[src/rtl/core/sbl_pkg.sv]
// sbl_pkg: shared constants, register codes and beat types of the sobel edge stream
// no dependencies; every other file of the block but sbl_if imports this package

package sbl_pkg;

    // line store geometry
    localparam int MAX_WIDTH = 2048;
    localparam int COL_W     = $clog2(MAX_WIDTH);

    // register and counter widths
    localparam int FW_W         = 12;
    localparam int FH_W         = 13;
    localparam int ROW_W        = 12;
    localparam int HEIGHT_LIMIT = 4096;
    localparam int MIN_SIZE     = 3;
    localparam int CMP_W        = (COL_W + 1 > FW_W) ? COL_W + 1 : FW_W;

    localparam logic [FW_W-1:0] WIDTH_RESET  = FW_W'(640);
    localparam logic [FH_W-1:0] HEIGHT_RESET = FH_W'(480);

    // apb port
    localparam int PADDR_W = 3;
    localparam int PDATA_W = 32;

    // bt.709 luma weights in 0.16 fixed point
    localparam int KR   = 13933;
    localparam int KG   = 46871;
    localparam int KB   = 4732;
    localparam int PR_W = 22;
    localparam int PG_W = 24;
    localparam int PB_W = 21;
    localparam int SUM_W = 24;

    localparam int PIX_W = 8;
    localparam logic [PIX_W-1:0] EDGE_MAX = 8'd255;

    // queue between front and back
    localparam int QUEUE_DEPTH = 4;
    localparam int QPTR_W      = $clog2(QUEUE_DEPTH);

    // register index taken from the word address
    typedef enum logic {
        REG_FRAME_WIDTH  = 1'b0,
        REG_FRAME_HEIGHT = 1'b1
    } sbl_reg_t;

    // per pixel classification carried down the front pipeline
    typedef struct packed {
        logic             prod;
        logic             border;
        logic             eol;
        logic             eof;
        logic [COL_W-1:0] idx;
    } sbl_tag_t;

    // one 3x3 neighborhood, px[row][col], plus result flags
    typedef struct packed {
        logic [2:0][2:0][PIX_W-1:0] px;
        logic                       border;
        logic                       eol;
        logic                       eof;
    } sbl_win_t;

    // queue status seen by the front
    typedef struct packed {
        logic full;
        logic empty;
    } sbl_qstat_t;

endpackage

[src/rtl/core/sbl_cfg.sv]
// sbl_cfg: apb register file holding frame width and frame height
// depends on sbl_pkg

module sbl_cfg
    import sbl_pkg::*;
(
    input  logic               clk,
    input  logic               rst_n,
    input  logic               psel,
    input  logic               penable,
    input  logic               pwrite,
    input  logic [PADDR_W-1:0] paddr,
    input  logic [PDATA_W-1:0] pwdata,
    output logic [PDATA_W-1:0] prdata,
    output logic               pready,
    output logic [FW_W-1:0]    frame_width,
    output logic [FH_W-1:0]    frame_height
);

    logic [FW_W-1:0] width_reg;
    logic [FH_W-1:0] height_reg;
    logic            wr_en;
    sbl_reg_t        sel;

    assign pready = 1'b1;
    assign wr_en  = psel && penable && pwrite;
    assign sel    = sbl_reg_t'(paddr[2]);

    // register writes, low address bits ignored
    always_ff @(posedge clk or negedge rst_n)
    begin
        if (!rst_n)
        begin
            width_reg  <= WIDTH_RESET;
            height_reg <= HEIGHT_RESET;
        end
        else if (wr_en)
        begin
            case (sel)
                REG_FRAME_WIDTH:  width_reg  <= pwdata[FW_W-1:0];
                REG_FRAME_HEIGHT: height_reg <= pwdata[FH_W-1:0];
                default:          width_reg  <= width_reg;
            endcase
        end
    end

    // read back
    always_comb
    begin
        case (sel)
            REG_FRAME_WIDTH:  prdata = PDATA_W'(width_reg);
            REG_FRAME_HEIGHT: prdata = PDATA_W'(height_reg);
            default:          prdata = '0;
        endcase
    end

    assign frame_width  = width_reg;
    assign frame_height = height_reg;

endmodule

[config.mk]
export PLATFORM = sky130hd
export DESIGN_NAME = sbl_cfg
export DESIGN_NICKNAME = d
export VERILOG_FILES = /design/src/rtl/core/sbl_pkg.sv /design/src/rtl/core/sbl_cfg.sv
export SDC_FILE = /design/constraint.sdc
export NUM_CORES = 1
export LEC_CHECK = 0
export ABC_AREA = 1
export BUFFER_PORTS_ARGS = -buffer_cell sky130_fd_sc_hd__clkbuf_2
export CAP_MARGIN = 20
export CORE_ASPECT_RATIO = 1.25
export CORE_UTILIZATION = 40
export CTS_CLUSTER_DIAMETER = 50
export CTS_CLUSTER_SIZE = 24
export DETAILED_ROUTE_END_ITERATION = 10
export PLACE_DENSITY_LB_ADDON = 0.05
export SLEW_MARGIN = 10
export SYNTH_ARGS = -nofsm -noshare
export SYNTH_HDL_FRONTEND = slang
export SYNTH_SLANG_ARGS = --single-unit
[constraint.sdc]
create_clock -name clk -period 0.85 [get_ports clk]
set_input_delay 0.1275 -clock clk [delete_from_list [all_inputs] [get_ports clk]]
set_output_delay 0.1275 -clock clk [all_outputs]
set_load 0.02 [all_outputs]
==> metrics <==
largest family of logic cells by synthesized area=simple AND/OR/NAND/NOR gates; cell mode on critical path=nand2_2; Metal-1 WL=1441 um; Final setup viols=38; Netlist cell types=14; Simple-Gate Fraction of Synth Area=36.06%; core area=3194 sq um; achievable clock frequency=836.8 MHz; Synth Register Bits=25; Power Density=2086 nW/um^2; Slowest-stage cell, CP=dfstp_2; GRT Util Overall=20.00%; GRT overflow=0; worst-case clock buffer depth=2; top cell type's share of synthesized area=35.32%; final setup margin=-345.0 ps; Hold Fails Final Rpt=0; Synth Instances=175; largest area contributor in the netlist=dfrtp_1; failing checks=negative setup slack; ratio of cells with drive above 1 in the final layout=44.00%; total number of vias=1328; unrepaired setup endpoints after global routing=true; Chip Height=66.87 um; die area=3603 sq um; residual DRC count=0; FP Rows=23; TritonCTS clock tree=yes; ys flop type=dfrtp_1; Layout Nets=291; HP Class=in -> reg; synth top area cells=dfrtp_1 35%, nand2_1 25%, dfstp_2 12%, buf_4 12%, nand3_1 9.3%; Seq/Total Area, Yosys=47.03%; CP Data Required Time=720 ps; arrival time at the worst endpoint=1070 ps; final wirelength=3573 um; mean post-synth cell area=7.693 sq um; dpl cells=273; Antenna Cells=0; xor/xnor cell area share of the yosys netlist=0%; # H-tree levels=1; max-slew violation count=0; Filler Cell Count=296; cell area after synthesis=1346 sq um; critical path class=reg -> out; CTS root buf=clkbuf_8; largest net degree at the start of global routing=26; combinational share of power=46.0%; Initial Utilization=42.15%; routability cong.=0.7706; min-delay src=pwdata[6]; crit-path cells=nand2_2 > nand2_2 > buf_8; first-pass GRT wire length=5195 um; multiplexer share of the synthesized area=0%; part of the power in registers=37.6%; Initial DRT Pass Iterations=4; top cells by count, synth=88 x nand2_1, 25 x nand3_1, 21 x buf_4, 19 x dfrtp_1, 6 x dfstp_2; Int Pwr=0.002792 W; ys async rst share=100.0%; Reg2Reg Depth=3; Non-Filler Instances=287; worst vdd ir=0.001351 V; # Max-Cap Violations=0; multi-input logic area=598.1 sq um; hold depth=3; Synth Area in Adders=0%; fin crit period=1195 ps; Sw Share=36.82%; met2 WL=1974 um; Post-synth EDFFs=0; Worst setup EP type=output port; status=finished with violations; DR WL/cell=12.45 um; Worst-path clk slew=90 ps; crit-path max FO=3; setup slack, reg-to-reg=40 ps; Routed met3 length=138 um; Buffers on Ports=56; top layer in use=met4; number of global-route vias before repair=1172; clk_lat worst skew=270 ps; r2r endpoint=frame_height[8]; Leak=1.183 nW; Storage cell area=633.1 sq um; Clock Skew=0 ps; warnings from Yosys=0; P_sw=0.001627 W; part of the cycle the worst path needs=140.6%; Compound-Gate Fraction of Synth Area=0%; Worst Hold End=frame_height[6]; initial antenna violation count=0; Die Wd=53.89 um; CP top delay family=flip-flops; Sink Count=25; FF-to-FF Start=frame_height[8]; Layout area overhead=57.34%; Vias/cell=4.627; initial drt markers=34; total CTS buffers=3; power share of the clock group=16.3%; largest stage delay on the critical path=570 ps; ANT nets after route=0; IO Count=98; dpl ws=-70.60 ps; CP Launch Type=flop; CP Buf/Inv Count=1; post-DP HPWL=2400 um; most common cell in the netlist=nand2_1
==> flip-flops by register name, summed over array words and instances, names as in the netlist <==
| signal | count |
|---|---|
| frame_width | 12 |
| frame_height | 13 |
==> per-stage QoR <==
step | total power [W] | hold WS, ps | TNS [ps] | area, sq um | util [%]
CTS | 0.003973 | 56.68 | -7562 | 1891 | 59.19
detailed placement | 0.003039 | 87.68 | -786.9 | 1707 | 53.43
global route | 0.004672 | 58.18 | -8691 | 2118 | 66.31
finish | 0.004419 | 65.76 | -7313 | 2118 | 66.31
floorplan | 0.002587 | -168.1 | -198.4 | 1450 | -
global placement | 0.003009 | 82.95 | -689.1 | 1707 | 53.43
==> layout by cell type (no fill, tap or decap) <==
master         synthesis  layout
buf_12                 0       2
buf_4                 21      22
buf_6                  2      26
buf_8                  0      10
clkbuf_2               0      18
clkbuf_4               0       1
clkbuf_8               0       5
clkinv_2               0       1
conb_1                 2      20
dfrtp_1               19      19
dfstp_2                6       6
dlygate4sd3_1          0       1
inv_1                  1       1
inv_2                  2       2
nand2_1               88      73
nand2_2                0      15
nand3_1               25      25
nand4_1                1       1
nand4_2                1       1
nor2_4                 1       1
==> metal layers <==
| metal | global-route usage [%] | up-vias |
|---|---|---|
| met3 | 3.196 | 2 |
| met2 | 35.49 | 45 |
| met5 | 0 | - |
| li1 | - | 650 |
| met4 | 7.895 | 0 |
| met1 | 22.99 | 631 |
==> area by class of cell <==
class / count / area share (%)
Inverter: 3 / 0.5316
Sequential cell: 25 / 29.89
Clock inverter: 1 / 0.2363
Multi-Input combinational cell: 136 / 28.23
Timing Repair Buffer: 82 / 36.98
Clock buffer: 3 / 1.949
Tap cell: 37 / 2.185
==> repair_timing <==
action,CTS,global route
hold buffers,1,0
endpoints found under the hold margin,25,0
gates resized for setup,25,87
pin swaps,11,12
setup endpoints to repair,38,38
setup buffers,2,7
==> power by group through the flow <==
stage          clock (W)  combinational (W)  sequential [W]
2_1_floorplan          0           0.000674         0.00191
3_3_place_gp           0            0.00137         0.00164
3_5_place_dp           0            0.00139         0.00165
4_1_cts         0.000748            0.00160         0.00163
5_1_grt         0.000796            0.00219         0.00169
6_report        0.000722            0.00203         0.00166
==> worst register-to-register path, stage by stage (launching register included) <==
cell and delay [ps]:
dfstp_2 560, buf_6 100, nand2_1 50, nand2_1 60
==> cell families (layout without fill, tap and decap cells) <==
group                  Yosys count  after routing
and+or+nand+nor                116            116
buffers and inverters           32             89
other                            2             20
DFF                             25             25
==> worst max-delay path by stage <==
stage,end,start,cells after the start
after global routing,prdata[6],frame_height[6],3
final,prdata[6],frame_height[6],3
after detailed placement,prdata[5],frame_height[5],3
after floorplan,prdata[7],frame_width[7],2
after global placement,prdata[5],frame_height[5],3
after CTS,prdata[9],frame_width[9],3
No activity file was read; power rests on OpenSTA's default activity.
