<file path="src/rtl/core/sbl_pkg.sv">
// sbl_pkg: shared constants, register codes and beat types of the sobel edge stream
// no dependencies; every other file of the block but sbl_if imports this package

package sbl_pkg;

    // line store geometry
    localparam int MAX_WIDTH = 2048;
    localparam int COL_W     = $clog2(MAX_WIDTH);

    // register and counter widths
    localparam int FW_W         = 12;
    localparam int FH_W         = 13;
    localparam int ROW_W        = 12;
    localparam int HEIGHT_LIMIT = 4096;
    localparam int MIN_SIZE     = 3;
    localparam int CMP_W        = (COL_W + 1 > FW_W) ? COL_W + 1 : FW_W;

    localparam logic [FW_W-1:0] WIDTH_RESET  = FW_W'(640);
    localparam logic [FH_W-1:0] HEIGHT_RESET = FH_W'(480);

    // apb port
    localparam int PADDR_W = 3;
    localparam int PDATA_W = 32;

    // bt.709 luma weights in 0.16 fixed point
    localparam int KR   = 13933;
    localparam int KG   = 46871;
    localparam int KB   = 4732;
    localparam int PR_W = 22;
    localparam int PG_W = 24;
    localparam int PB_W = 21;
    localparam int SUM_W = 24;

    localparam int PIX_W = 8;
    localparam logic [PIX_W-1:0] EDGE_MAX = 8'd255;

    // queue between front and back
    localparam int QUEUE_DEPTH = 4;
    localparam int QPTR_W      = $clog2(QUEUE_DEPTH);

    // register index taken from the word address
    typedef enum logic {
        REG_FRAME_WIDTH  = 1'b0,
        REG_FRAME_HEIGHT = 1'b1
    } sbl_reg_t;

    // per pixel classification carried down the front pipeline
    typedef struct packed {
        logic             prod;
        logic             border;
        logic             eol;
        logic             eof;
        logic [COL_W-1:0] idx;
    } sbl_tag_t;

    // one 3x3 neighborhood, px[row][col], plus result flags
    typedef struct packed {
        logic [2:0][2:0][PIX_W-1:0] px;
        logic                       border;
        logic                       eol;
        logic                       eof;
    } sbl_win_t;

    // queue status seen by the front
    typedef struct packed {
        logic full;
        logic empty;
    } sbl_qstat_t;

endpackage

</file>
<file path="src/rtl/core/sbl_fifo.sv">
// sbl_fifo: short window queue between front and back
// depends on sbl_pkg

module sbl_fifo
    import sbl_pkg::*;
(
    input  logic       clk,
    input  logic       rst_n,
    input  logic       push,
    input  sbl_win_t   wdata,
    input  logic       pop,
    output sbl_win_t   rdata,
    output sbl_qstat_t qstat
);

    sbl_win_t          entry_reg [QUEUE_DEPTH];
    logic [QPTR_W-1:0] wr_ptr_reg;
    logic [QPTR_W-1:0] rd_ptr_reg;
    logic [QPTR_W:0]   count_reg;

    assign qstat.full  = (count_reg == (QPTR_W+1)'(QUEUE_DEPTH));
    assign qstat.empty = (count_reg == '0);
    assign rdata       = entry_reg[rd_ptr_reg];

    // storage
    always_ff @(posedge clk)
    begin
        if (push)
            entry_reg[wr_ptr_reg] <= wdata;
    end

    // pointers and fill level
    always_ff @(posedge clk or negedge rst_n)
    begin
        if (!rst_n)
        begin
            wr_ptr_reg <= '0;
            rd_ptr_reg <= '0;
            count_reg  <= '0;
        end
        else
        begin
            if (push)
                wr_ptr_reg <= wr_ptr_reg + QPTR_W'(1);
            if (pop)
                rd_ptr_reg <= rd_ptr_reg + QPTR_W'(1);
            count_reg <= count_reg + (QPTR_W+1)'(push) - (QPTR_W+1)'(pop);
        end
    end

`ifndef SYNTHESIS
    // front only pushes while there is room
    assert property (@(posedge clk) disable iff (!rst_n) push |-> !qstat.full)
        else $error("window queue overflow");

    // back only pops a stored window
    assert property (@(posedge clk) disable iff (!rst_n) pop |-> !qstat.empty)
        else $error("window queue underflow");

    // fill level follows the pointers
    assert property (@(posedge clk) disable iff (!rst_n)
        (count_reg == '0) |-> (wr_ptr_reg == rd_ptr_reg))
        else $error("window queue pointers disagree with fill level");
`endif

endmodule

</file>
<file path="config.mk">
export PLATFORM = sky130hd
export DESIGN_NAME = sbl_fifo
export DESIGN_NICKNAME = d
export VERILOG_FILES = /design/src/rtl/core/sbl_pkg.sv /design/src/rtl/core/sbl_fifo.sv
export SDC_FILE = /design/constraint.sdc
export NUM_CORES = 1
export LEC_CHECK = 0
export BUFFER_PORTS_ARGS = -buffer_cell sky130_fd_sc_hd__buf_2
export CAP_MARGIN = 20
export CORE_UTILIZATION = 35
export DETAILED_ROUTE_END_ITERATION = 10
export PLACE_DENSITY = 0.5
export SLEW_MARGIN = 5
export SYNTH_ARGS = -nofsm -noshare
export SYNTH_HDL_FRONTEND = slang
export SYNTH_SLANG_ARGS = --single-unit
export TNS_END_PERCENT = 10
</file>
<file path="constraint.sdc">
create_clock -name clk -period 4.05 [get_ports clk]
set_clock_uncertainty 0.15 [all_clocks]
set_input_delay 0.6075 -clock clk [delete_from_list [all_inputs] [get_ports clk]]
set_output_delay 0.6075 -clock clk [all_outputs]
set_load 0.05 [all_outputs]
</file>
==> results.txt <==
* Status: finished clean
* Row count: 65
- The critical path is of the reg2out type.
- In this run the deepest clock path goes through 3 buffers.
- The largest individual stage delay along the critical path comes from the cell sky130_fd_sc_hd__dfrtp_4.
- The total overflow left after global routing is 0.
* Transition time at the pin with the least slew margin: 0.808 ns
- Sequential elements use 81.7% of the synthesized area.
* Length in cells of the worst reg-to-reg path: 4
- The worst path needs 3.17 ns of the cycle, external delays included.
* Flip-flop count of the largest register, all copies and words added: 300
- Setup violations remaining at the end of the flow were counted as 0.
- The largest total area in the synthesized netlist belongs to sky130_fd_sc_hd__edfxtp_1.
* Worst slew margin relative to its limit: 46.1%
- I/O pin count: 156
- For this run, the total global-route usage over all layers was measured as 13.4%.
- CTS placed an instance of sky130_fd_sc_hd__clkbuf_16 at the clock tree root.
* Via total after detailed routing: 4,987
- FF-to-FF End: entry_reg[1][71]
- The tool flagged a number of max-cap violations equal to 0.
- Wirelength per Cell: 20.7 um
- sky130_fd_sc_hd__edfxtp_1 is the most common cell in the netlist.
* Clock tree sinks: 307
- Source of the worst register-to-register timing path: wr_ptr_reg[1]
* Data required time at the worst endpoint: 3.29 ns
* Fraction of layout cells with a size suffix above 1: 45.3%
- Synthesis Warnings: 0
* Total power per unit cell area: 848 nW/um2
- The number of buffers and inverters on the critical path is 2.
- Syn Inst Count: 426
- In the routed design, unresolved DRC markers number 0.
- Worst setup EP type: output pin
* Post-CTS repair timing setup buffer count: 0
- Counting every net in the synthesized netlist gives 512.
- The worst setup path is launched from a flop.
- Floorplan die width: 181 um
- The number of antenna violations at the first check in global routing is 2.
- The detail route stage leaves a number of antenna-violating nets equal to 0.
- In this run the worst setup path begins at rd_ptr_reg[1].
* Non-Filler Instances: 1,035
- Counting buffers and inverters, the worst setup path is 3 cells deep.
- In this run, synthesis inferred 300 flip-flops with an integrated enable.
- IR analysis of the VDD net gives a maximum drop of 470 uV.
- The worst path uses 78.4% of the clock period.
- Across all register-to-register paths, the minimum setup slack is 2.01 ns.
- Dominant register cell in the synthesized netlist: sky130_fd_sc_hd__edfxtp_1
* Die Outline Area: 32,800 um2
* TritonCTS clock tree: yes
* TNS Setup: 0 ns
* Area growth from synthesis to layout: 20.7%
* DIE HEIGHT: 181 um
* Largest net degree at the start of global routing: 47
- Detailed Place HPWL: 12.2 mm
- Number of pins with negative max-slew slack in the final report: 0
- Leading cell types by count after synthesis: sky130_fd_sc_hd__edfxtp_1 (300), sky130_fd_sc_hd__mux4_2 (75), sky130_fd_sc_hd__dfrtp_1 (7)
- Data arrives at the worst endpoint at 2.42 ns.
* Count of buffers from port buffering: 155
* Cells taking the most area after synthesis: sky130_fd_sc_hd__edfxtp_1 (80%), sky130_fd_sc_hd__mux4_2 (15%), sky130_fd_sc_hd__dfrtp_1 (1.6%), sky130_fd_sc_hd__buf_12 (0.71%), sky130_fd_sc_hd__ha_1 (0.67%)
- Clock latency at the later pin of the worst-skew pair: 0.49 ns
* Lkg Pwr: 4.63 nW
- Drt pass-1 iters: 4
* Number of buffers inserted during clock tree synthesis: 35
- Post-synth top area share: 80.1%
- The detailed router finished its first iteration with 252 violations.
- Clock slew seen by the registers of the worst setup and hold paths: 0.05 ns
- The number of gates resized after CTS was 0.
- Including well taps, the total number of placed cells is 973.
- At the end of the flow, the number of nets in the layout was 695.
* Vias in the first global route: 5,630
- Global-route wire length before repair: 33.2 mm
* Unrepaired setup endpoints after global routing: false
- Traced cell by cell, the critical path runs through buf_12 > mux4_2 > buf_2.
- The repair_antennas step left the layout with diodes totalling 0.
- The H-tree generated during clock tree synthesis spans 2 levels.
- Worst hold path type: in2reg
- The most critical setup path has its endpoint at rdata[5].
- Final count of hold timing violations: 0
* Max incr delay on CP: 0.94 ns
- Summed over all layers, the routed wires come to 21.5 mm.
- Critical path's top delay family: flip-flops
- Post-synthesis instance area: 11,200 um2
- Drt via density: 4.82
- Timing would allow up to 315 MHz.
* Starting density of the core: 35.6%
* Gp weighted congestion: 0.671
* Avg Cell Area, Syn: 26.4 um2
- In this run the worst path has a maximum fanout of 46.
- The synthesized design contains 307 register bits.
- Number of distinct library cells after synthesis: 18
- Of all flip-flops after synthesis, the portion carrying an async set or reset was 2.28%.
* Core outline area: 31,600 um2
[final cells by class]
cell class / instances / area, um2
Clock buffer: 44 / 952
Clock inverter: 17 / 103
Fill cell: 2763 / 18000
Inverter: 6 / 22.5
Multi-Input combinational cell: 96 / 1890
Sequential cell: 307 / 9190
Tap cell: 402 / 503
Timing Repair Buffer: 163 / 913
[where the power goes]
| part | switching [mW] | leakage, nW | total [mW] | internal (mW) |
|---|---|---|---|---|
| sequential | 0.242 | 2.84 | 4.40 | 4.16 |
| clock | 1.16 | 0.510 | 2.88 | 1.72 |
| combinational | 2.95 | 1.28 | 4.23 | 1.28 |
[kinds of logic (layout without fill, tap and decap cells)]
family | count (synthesis) | count (layout) | synth area share, %
AOI/OAI and AO/OA | 1 | 1 | 0.0445
DFF | 307 | 307 | 81.7
adders and majority gates | 7 | 7 | 0.846
muxes | 75 | 75 | 15.0
and+or+nand+nor | 8 | 8 | 0.390
xor gates and xnor gates | 5 | 5 | 0.390
buffers and inverters | 23 | 230 | 1.60
[cell usage in the layout, fill, tap and decap left out]
master                            n
sky130_fd_sc_hd__fa_1             1
sky130_fd_sc_hd__nor3_1           1
sky130_fd_sc_hd__and3_1           1
sky130_fd_sc_hd__xor2_1           3
sky130_fd_sc_hd__mux4_2          75
sky130_fd_sc_hd__ha_1             6
sky130_fd_sc_hd__clkbuf_16       37
sky130_fd_sc_hd__edfxtp_1       300
sky130_fd_sc_hd__o21ai_0          1
sky130_fd_sc_hd__clkinvlp_4       2
sky130_fd_sc_hd__buf_2          155
sky130_fd_sc_hd__bufinv_16        1
sky130_fd_sc_hd__buf_4            1
sky130_fd_sc_hd__dfrtp_1          5
sky130_fd_sc_hd__clkbuf_1         7
sky130_fd_sc_hd__inv_1            6
sky130_fd_sc_hd__nand2_1          2
sky130_fd_sc_hd__dfrtp_4          2
sky130_fd_sc_hd__buf_12           6
sky130_fd_sc_hd__clkinv_2         4
sky130_fd_sc_hd__xnor2_1          2
sky130_fd_sc_hd__and2_4           4
sky130_fd_sc_hd__clkinv_1        10
sky130_fd_sc_hd__dlygate4sd3_1    1
[repair_timing]
item	in CTS	in global routing
hold buffers	1	0
endpoints found under the hold margin	7	0
endpoints found under the setup margin	0	0
[per-stage QoR]
step	utilization (%)	hold slack, ns	power [mW]	setup WS (ns)	area, um2
CTS	43.0	0.152	11.7	0.809	13600
finish	43.0	0.177	11.5	0.875	13600
floorplan	-	0.162	7.83	1.09	11200
global placement	39.6	0.300	8.77	1.35	12500
global route	43.0	0.159	12.0	0.763	13600
detailed placement	39.6	0.306	8.82	1.35	12500
[how the worst min path moves through the flow]
stage                         start                to  slack, ns  cells past startpoint
after global routing      wdata[28]  entry_reg[2][28]       0.16                      1
after CTS                 wdata[25]  entry_reg[2][25]       0.15                      1
after global placement        rst_n      count_reg[0]       0.30                      1
after detailed placement      rst_n      count_reg[1]       0.31                      1
after floorplan               rst_n      count_reg[0]       0.16                      0
final                     wdata[46]  entry_reg[3][46]       0.18                      1
[worst reg2reg max path: cells and delay by family, from the launching register on]
kind | cells | cell delay [ns]
adders and majority gates | 1 | 0.15
buffers and inverters | 2 | 0.46
DFF | 1 | 0.40
and+or+nand+nor | 1 | 0.50
[metal layers]
metal | track usage (%) | wire [um] | up-vias
li1 | - | - | 2194
met1 | 16.3 | 8730 | 2612
met2 | 23.8 | 11200 | 130
met3 | 3.02 | 1040 | 47
met4 | 4.10 | 468 | 4
met5 | 0 | 25 | -
Power figures use the tool's default switching activity.
