--- src/rtl/core/sbl_pkg.sv ---
// sbl_pkg: shared constants, register codes and beat types of the sobel edge stream
// no dependencies; every other file of the block but sbl_if imports this package

package sbl_pkg;

    // line store geometry
    localparam int MAX_WIDTH = 2048;
    localparam int COL_W     = $clog2(MAX_WIDTH);

    // register and counter widths
    localparam int FW_W         = 12;
    localparam int FH_W         = 13;
    localparam int ROW_W        = 12;
    localparam int HEIGHT_LIMIT = 4096;
    localparam int MIN_SIZE     = 3;
    localparam int CMP_W        = (COL_W + 1 > FW_W) ? COL_W + 1 : FW_W;

    localparam logic [FW_W-1:0] WIDTH_RESET  = FW_W'(640);
    localparam logic [FH_W-1:0] HEIGHT_RESET = FH_W'(480);

    // apb port
    localparam int PADDR_W = 3;
    localparam int PDATA_W = 32;

    // bt.709 luma weights in 0.16 fixed point
    localparam int KR   = 13933;
    localparam int KG   = 46871;
    localparam int KB   = 4732;
    localparam int PR_W = 22;
    localparam int PG_W = 24;
    localparam int PB_W = 21;
    localparam int SUM_W = 24;

    localparam int PIX_W = 8;
    localparam logic [PIX_W-1:0] EDGE_MAX = 8'd255;

    // queue between front and back
    localparam int QUEUE_DEPTH = 4;
    localparam int QPTR_W      = $clog2(QUEUE_DEPTH);

    // register index taken from the word address
    typedef enum logic {
        REG_FRAME_WIDTH  = 1'b0,
        REG_FRAME_HEIGHT = 1'b1
    } sbl_reg_t;

    // per pixel classification carried down the front pipeline
    typedef struct packed {
        logic             prod;
        logic             border;
        logic             eol;
        logic             eof;
        logic [COL_W-1:0] idx;
    } sbl_tag_t;

    // one 3x3 neighborhood, px[row][col], plus result flags
    typedef struct packed {
        logic [2:0][2:0][PIX_W-1:0] px;
        logic                       border;
        logic                       eol;
        logic                       eof;
    } sbl_win_t;

    // queue status seen by the front
    typedef struct packed {
        logic full;
        logic empty;
    } sbl_qstat_t;

endpackage

--- src/rtl/core/sbl_if.sv ---


interface sbl_res_if;
    logic       valid;
    logic       ready;
    logic [7:0] edge_res;
    logic       end_of_line;
    logic       end_of_frame;

    modport source (output valid, output edge_res, output end_of_line,
                    output end_of_frame, input ready);
    modport sink   (input valid, input edge_res, input end_of_line,
                    input end_of_frame, output ready);
endinterface

--- src/rtl/core/sbl_back.sv ---
// sbl_back: sobel gradient, magnitude and output register
// depends on sbl_pkg; pops windows from the queue, drives the result stream

module sbl_back
    import sbl_pkg::*;
(
    input  logic       clk,
    input  logic       rst_n,
    input  sbl_win_t   head,
    input  sbl_qstat_t qstat,
    output logic       pop,
    sbl_res_if.source  res
);

    logic [PIX_W+1:0]        left_sum, right_sum, top_sum, bot_sum;
    logic signed [PIX_W+2:0] gx, gy;
    logic [PIX_W+1:0]        gx_abs, gy_abs;
    logic [PIX_W+2:0]        mag;
    logic [PIX_W-1:0]        edge_val;

    logic                    out_valid_reg;
    logic [PIX_W-1:0]        out_edge_reg;
    logic                    out_eol_reg;
    logic                    out_eof_reg;

    // column and row weighted sums
    always_comb
    begin
        left_sum  = (PIX_W+2)'(head.px[0][0]) + {1'b0, head.px[1][0], 1'b0}
                  + (PIX_W+2)'(head.px[2][0]);
        right_sum = (PIX_W+2)'(head.px[0][2]) + {1'b0, head.px[1][2], 1'b0}
                  + (PIX_W+2)'(head.px[2][2]);
        top_sum   = (PIX_W+2)'(head.px[0][0]) + {1'b0, head.px[0][1], 1'b0}
                  + (PIX_W+2)'(head.px[0][2]);
        bot_sum   = (PIX_W+2)'(head.px[2][0]) + {1'b0, head.px[2][1], 1'b0}
                  + (PIX_W+2)'(head.px[2][2]);
    end

    // gradients and saturated |gx| + |gy|
    always_comb
    begin
        gx     = $signed({1'b0, left_sum}) - $signed({1'b0, right_sum});
        gy     = $signed({1'b0, top_sum}) - $signed({1'b0, bot_sum});
        gx_abs = gx[PIX_W+2] ? (PIX_W+2)'(-gx) : gx[PIX_W+1:0];
        gy_abs = gy[PIX_W+2] ? (PIX_W+2)'(-gy) : gy[PIX_W+1:0];
        mag    = (PIX_W+3)'(gx_abs) + (PIX_W+3)'(gy_abs);
        if (head.border)
            edge_val = '0;
        else if (mag > (PIX_W+3)'(EDGE_MAX))
            edge_val = EDGE_MAX;
        else
            edge_val = mag[PIX_W-1:0];
    end

    // output register takes a new window whenever it is free or being drained
    assign pop = !qstat.empty && (!out_valid_reg || res.ready);

    always_ff @(posedge clk or negedge rst_n)
    begin
        if (!rst_n)
            out_valid_reg <= 1'b0;
        else if (!out_valid_reg || res.ready)
            out_valid_reg <= pop;
    end

    always_ff @(posedge clk)
    begin
        if (pop)
        begin
            out_edge_reg <= edge_val;
            out_eol_reg  <= head.eol;
            out_eof_reg  <= head.eof;
        end
    end

    assign res.valid        = out_valid_reg;
    assign res.edge_res     = out_edge_reg;
    assign res.end_of_line  = out_eol_reg;
    assign res.end_of_frame = out_eof_reg;

endmodule

--- src/flat_wrapper.sv ---
// flat-port wrapper written by rule: the top's interface ports become plain ports
module sbl_back_flat import sbl_pkg::*;
  (clk, rst_n, head, qstat, pop, res_valid, res_edge_res, res_end_of_line, res_end_of_frame, res_ready);
  sbl_res_if res_i ();
  input  logic clk;
  input  logic rst_n;
  input  sbl_win_t head;
  input  sbl_qstat_t qstat;
  output logic pop;
  output wire logic [$bits(res_i.valid)-1:0] res_valid;
  output wire logic [$bits(res_i.edge_res)-1:0] res_edge_res;
  output wire logic [$bits(res_i.end_of_line)-1:0] res_end_of_line;
  output wire logic [$bits(res_i.end_of_frame)-1:0] res_end_of_frame;
  input wire logic [$bits(res_i.ready)-1:0] res_ready;
  assign res_valid = res_i.valid;
  assign res_edge_res = res_i.edge_res;
  assign res_end_of_line = res_i.end_of_line;
  assign res_end_of_frame = res_i.end_of_frame;
  assign res_i.ready = res_ready;
  sbl_back u_core (.clk(clk), .rst_n(rst_n), .head(head), .qstat(qstat), .pop(pop), .res(res_i));
endmodule
--- config.mk ---
export PLATFORM = sky130hd
export DESIGN_NAME = sbl_back_flat
export DESIGN_NICKNAME = d
export VERILOG_FILES = /design/src/rtl/core/sbl_pkg.sv /design/src/rtl/core/sbl_if.sv /design/src/rtl/core/sbl_back.sv /design/src/flat_wrapper.sv
export SDC_FILE = /design/constraint.sdc
export NUM_CORES = 1
export LEC_CHECK = 0
export BUFFER_PORTS_ARGS = -buffer_cell sky130_fd_sc_hd__buf_2
export CAP_MARGIN = 20
export CORE_ASPECT_RATIO = 1.5
export CORE_MARGIN = 2
export CORE_UTILIZATION = 43
export CTS_BUF_LIST = sky130_fd_sc_hd__clkbuf_4 sky130_fd_sc_hd__clkbuf_8
export CTS_CLUSTER_DIAMETER = 40
export DETAILED_ROUTE_END_ITERATION = 8
export PLACE_DENSITY = 0.72
export SETUP_SLACK_MARGIN = 0.1
export SLEW_MARGIN = 20
export SYNTH_ARGS = -nofsm -noshare
export SYNTH_HDL_FRONTEND = slang
export SYNTH_SLANG_ARGS = --single-unit
--- constraint.sdc ---
create_clock -name clk -period 1.8 [get_ports clk]
set_clock_uncertainty 0.2 [all_clocks]
set_input_delay 0.18 -clock clk [delete_from_list [all_inputs] [get_ports clk]]
set_output_delay 0.18 -clock clk [all_outputs]
set_load 0.01 [all_outputs]
==> metrics.yaml <==
outcome:
  status: "complete, but fails checks"
  violations: "negative setup slack"
setup_path:
  cp_max_fo: 5
  cp.arrival_ps: 4840
  cp-start-kind: "primary input"
  end_kind: "register"
  crit_type: "primary input to register"
  crit_required_ps: 1580
sta:
  rsz0062_at_grt: "true"
  fmax_ghz: 0.197
  worst_slack_ps: -3270
  slew_headroom_pct: 73.1
  setup_tns_ps: -25860
  min_period_ps: 5070
  finalHoldViolations: 0
  final-setup-viol-count: 8
  timing.hold.ws_ps: 36.7
  worstMarginPinSlew_ps: 403
  post-route-period-util_pct: 281
  finalMaxSlewViolations: 0
cells_and_area:
  layout_commonest_cell: "inv_1"
  fillers: 687
  drive_above_1_share_pct: 41.6
  finalNetCount: 781
  antenna_cells: 0
  synthToLayoutAreaGrowth_pct: 45.3
  mostFrequentLayoutCells: "inv_1, buf_4, buf_2"
clock_network:
  cts-root-buf: "clkbuf_8"
  clock_latency_ps: 230
  clock-sinks: 11
  path_clk_slew_ps: 50
  cts.path.max_buffers: 2
  h-tree-depth: 1
  tritoncts: "yes"
  cts_buffers: 3
placed_design:
  portBuffers: 82
  globalplace.congestion: 0.776
  dp_hpwl_mm: 7.57
synthesis:
  ys_dominant_reg_cell: "edfxtp_1"
  synth_top_area_share_pct: 33.8
  synth.cell_area_um2: 3730
  ys_warn_count: 0
  yosysTopAreaCell: "fa_1"
  async_reset_ff_share_pct: 9.09
  synth-edff-count: 10
  ys_ff_latch: 11
  synth.area.top_cells: "fa_1, inv_1, ha_1"
  syn_inst: 427
  synth.lib_cells_used.distinct: 51
  synth_nets: 606
  seq_area_frac_synth_pct: 8.73
  syn_area_per_cell_um2: 8.73
route:
  highest_layer: "met4"
  drt-total-wl_mm: 8.91
  wl_per_cell_um: 12.6
  met3_length_um: 211
  wl_met1_mm: 3.03
  drtAntennaViolNets: 0
  dr.pass1.iters: 4
  drtIter0Drc: 129
  drc: 0
  vias: 3432
  wl_met2_mm: 5.36
  vias_per_cell: 4.85
floorplanning:
  die_height_um: 118
  rows: 41
  die_x_um: 80.0
  ioPinCount: 92
  die-area_um2: 9440
  start_util_pct: 44.3
  placeableCoreArea_um2: 8410
grt:
  overflow: 0
  grt_pass1_vias: 3906
  antenna_found_initial: 0
  track_usage_pct: 20.1
  grt_pass1_wl_mm: 15.6
  grt_max_degree: 10
min_path:
  worst_hold_path_type: "primary input to async pin"
run:
  cap_violations: 0
[worst paths after layout]
path	start	endpoint	slack [ps]	depth (start not counted)
min in group clk	head[2]	u_core.res.edge_res[1]$_SDFFCE_PP0P_	130	2
hold / removal	rst_n	u_core.res.valid$_DFFE_PN0N_	40	2
setup / recovery	head[3]	u_core.res.edge_res[3]$_SDFFCE_PP0P_	-3270	22
hold reg to reg	u_core.res.valid$_DFFE_PN0N_	u_core.res.edge_res[2]$_SDFFCE_PP0P_	560	2
setup reg to reg	u_core.res.valid$_DFFE_PN0N_	u_core.res.valid$_DFFE_PN0N_	410	3
max in group asynchronous	rst_n	u_core.res.valid$_DFFE_PN0N_	1280	2
[synth_stat cells, types with 5 or more instances]
cell type and number:
nor3_1 8, a31oi_1 5, ha_1 36, xnor2_1 15, fa_1 63, o21ai_0 13
xor2_1 17, edfxtp_1 10, a21oi_1 18, nand2_1 7, inv_1 143, nor2_1 25
[metal layers]
metal / vias up / GRT usage [%]
met2: 80 / 41.5
met4: 0 / 6.57
met5: - / 0
li1: 1670 / -
met1: 1655 / 19.9
met3: 27 / 1.07
[flip-flops by register name, indices dropped and copies added, names as in the netlist]
name                     flops
u_core.res.end_of_frame      1
u_core.res.edge_res          8
u_core.res.end_of_line       1
u_core.res.valid             1
[worst max-delay path, stage by stage]
cell and delay (ps):
buf_6 80, inv_4 30, fa_1 540, inv_2 50, buf_6 110, fa_2 340
fa_1 520, ha_2 190, inv_2 40, fa_2 350, nand2b_4 180, a21o_1 190
a311oi_2 270, nor2b_4 260, a31oi_4 100, xor2_1 160, ha_2 280, or4_4 440
inv_2 70, nand2_2 60, o31ai_4 290, a21oi_1 120
[stage by stage]
step,std cells,instance area [um^2],utilization (%),worst slack (ps)
global placement,686,5050,60.0,-3470
detailed placement,686,5050,60.0,-3600
CTS,703,5290,62.8,-3260
floorplan,427,3990,-,-3160
global route,708,5420,64.4,-3490
finish,708,5420,64.4,-3270
[what timing repair did]
item | in CTS | in global routing
pin swaps | 12 | 15
endpoints found under the hold margin | 4 | 0
endpoints found under the setup margin | 8 | 9
hold buffers | 5 | 0
setup buffers | 8 | 4
gates cloned | 0 | 1
resized for setup | 18 | 22
[kinds of logic after synthesis]
family                     count (synthesis)  share of synthesized area [%]
and+or+nand+nor                           69                           9.50
AOI/OAI and AO/OA                         67                           12.5
adders and majority gates                 99                           45.9
muxes                                      2                          0.604
buffers and inverters                    147                           15.2
xor gates and xnor gates                  32                           7.52
DFF                                       11                           8.73
[final cells by class]
cell class	count	area, um^2	area share [%]
Timing Repair Buffer	173	1120	20.7
Clock buffer	4	48.8	0.901
Inverter	143	547	10.1
Multi-Input combinational cell	270	3240	59.8
Tap cell	107	134	2.47
Sequential cell	11	325	6.01
Power is left out: the tool's default activity adds up to more than one toggle a clock period on the data nets, which glitch-free logic cannot reach.
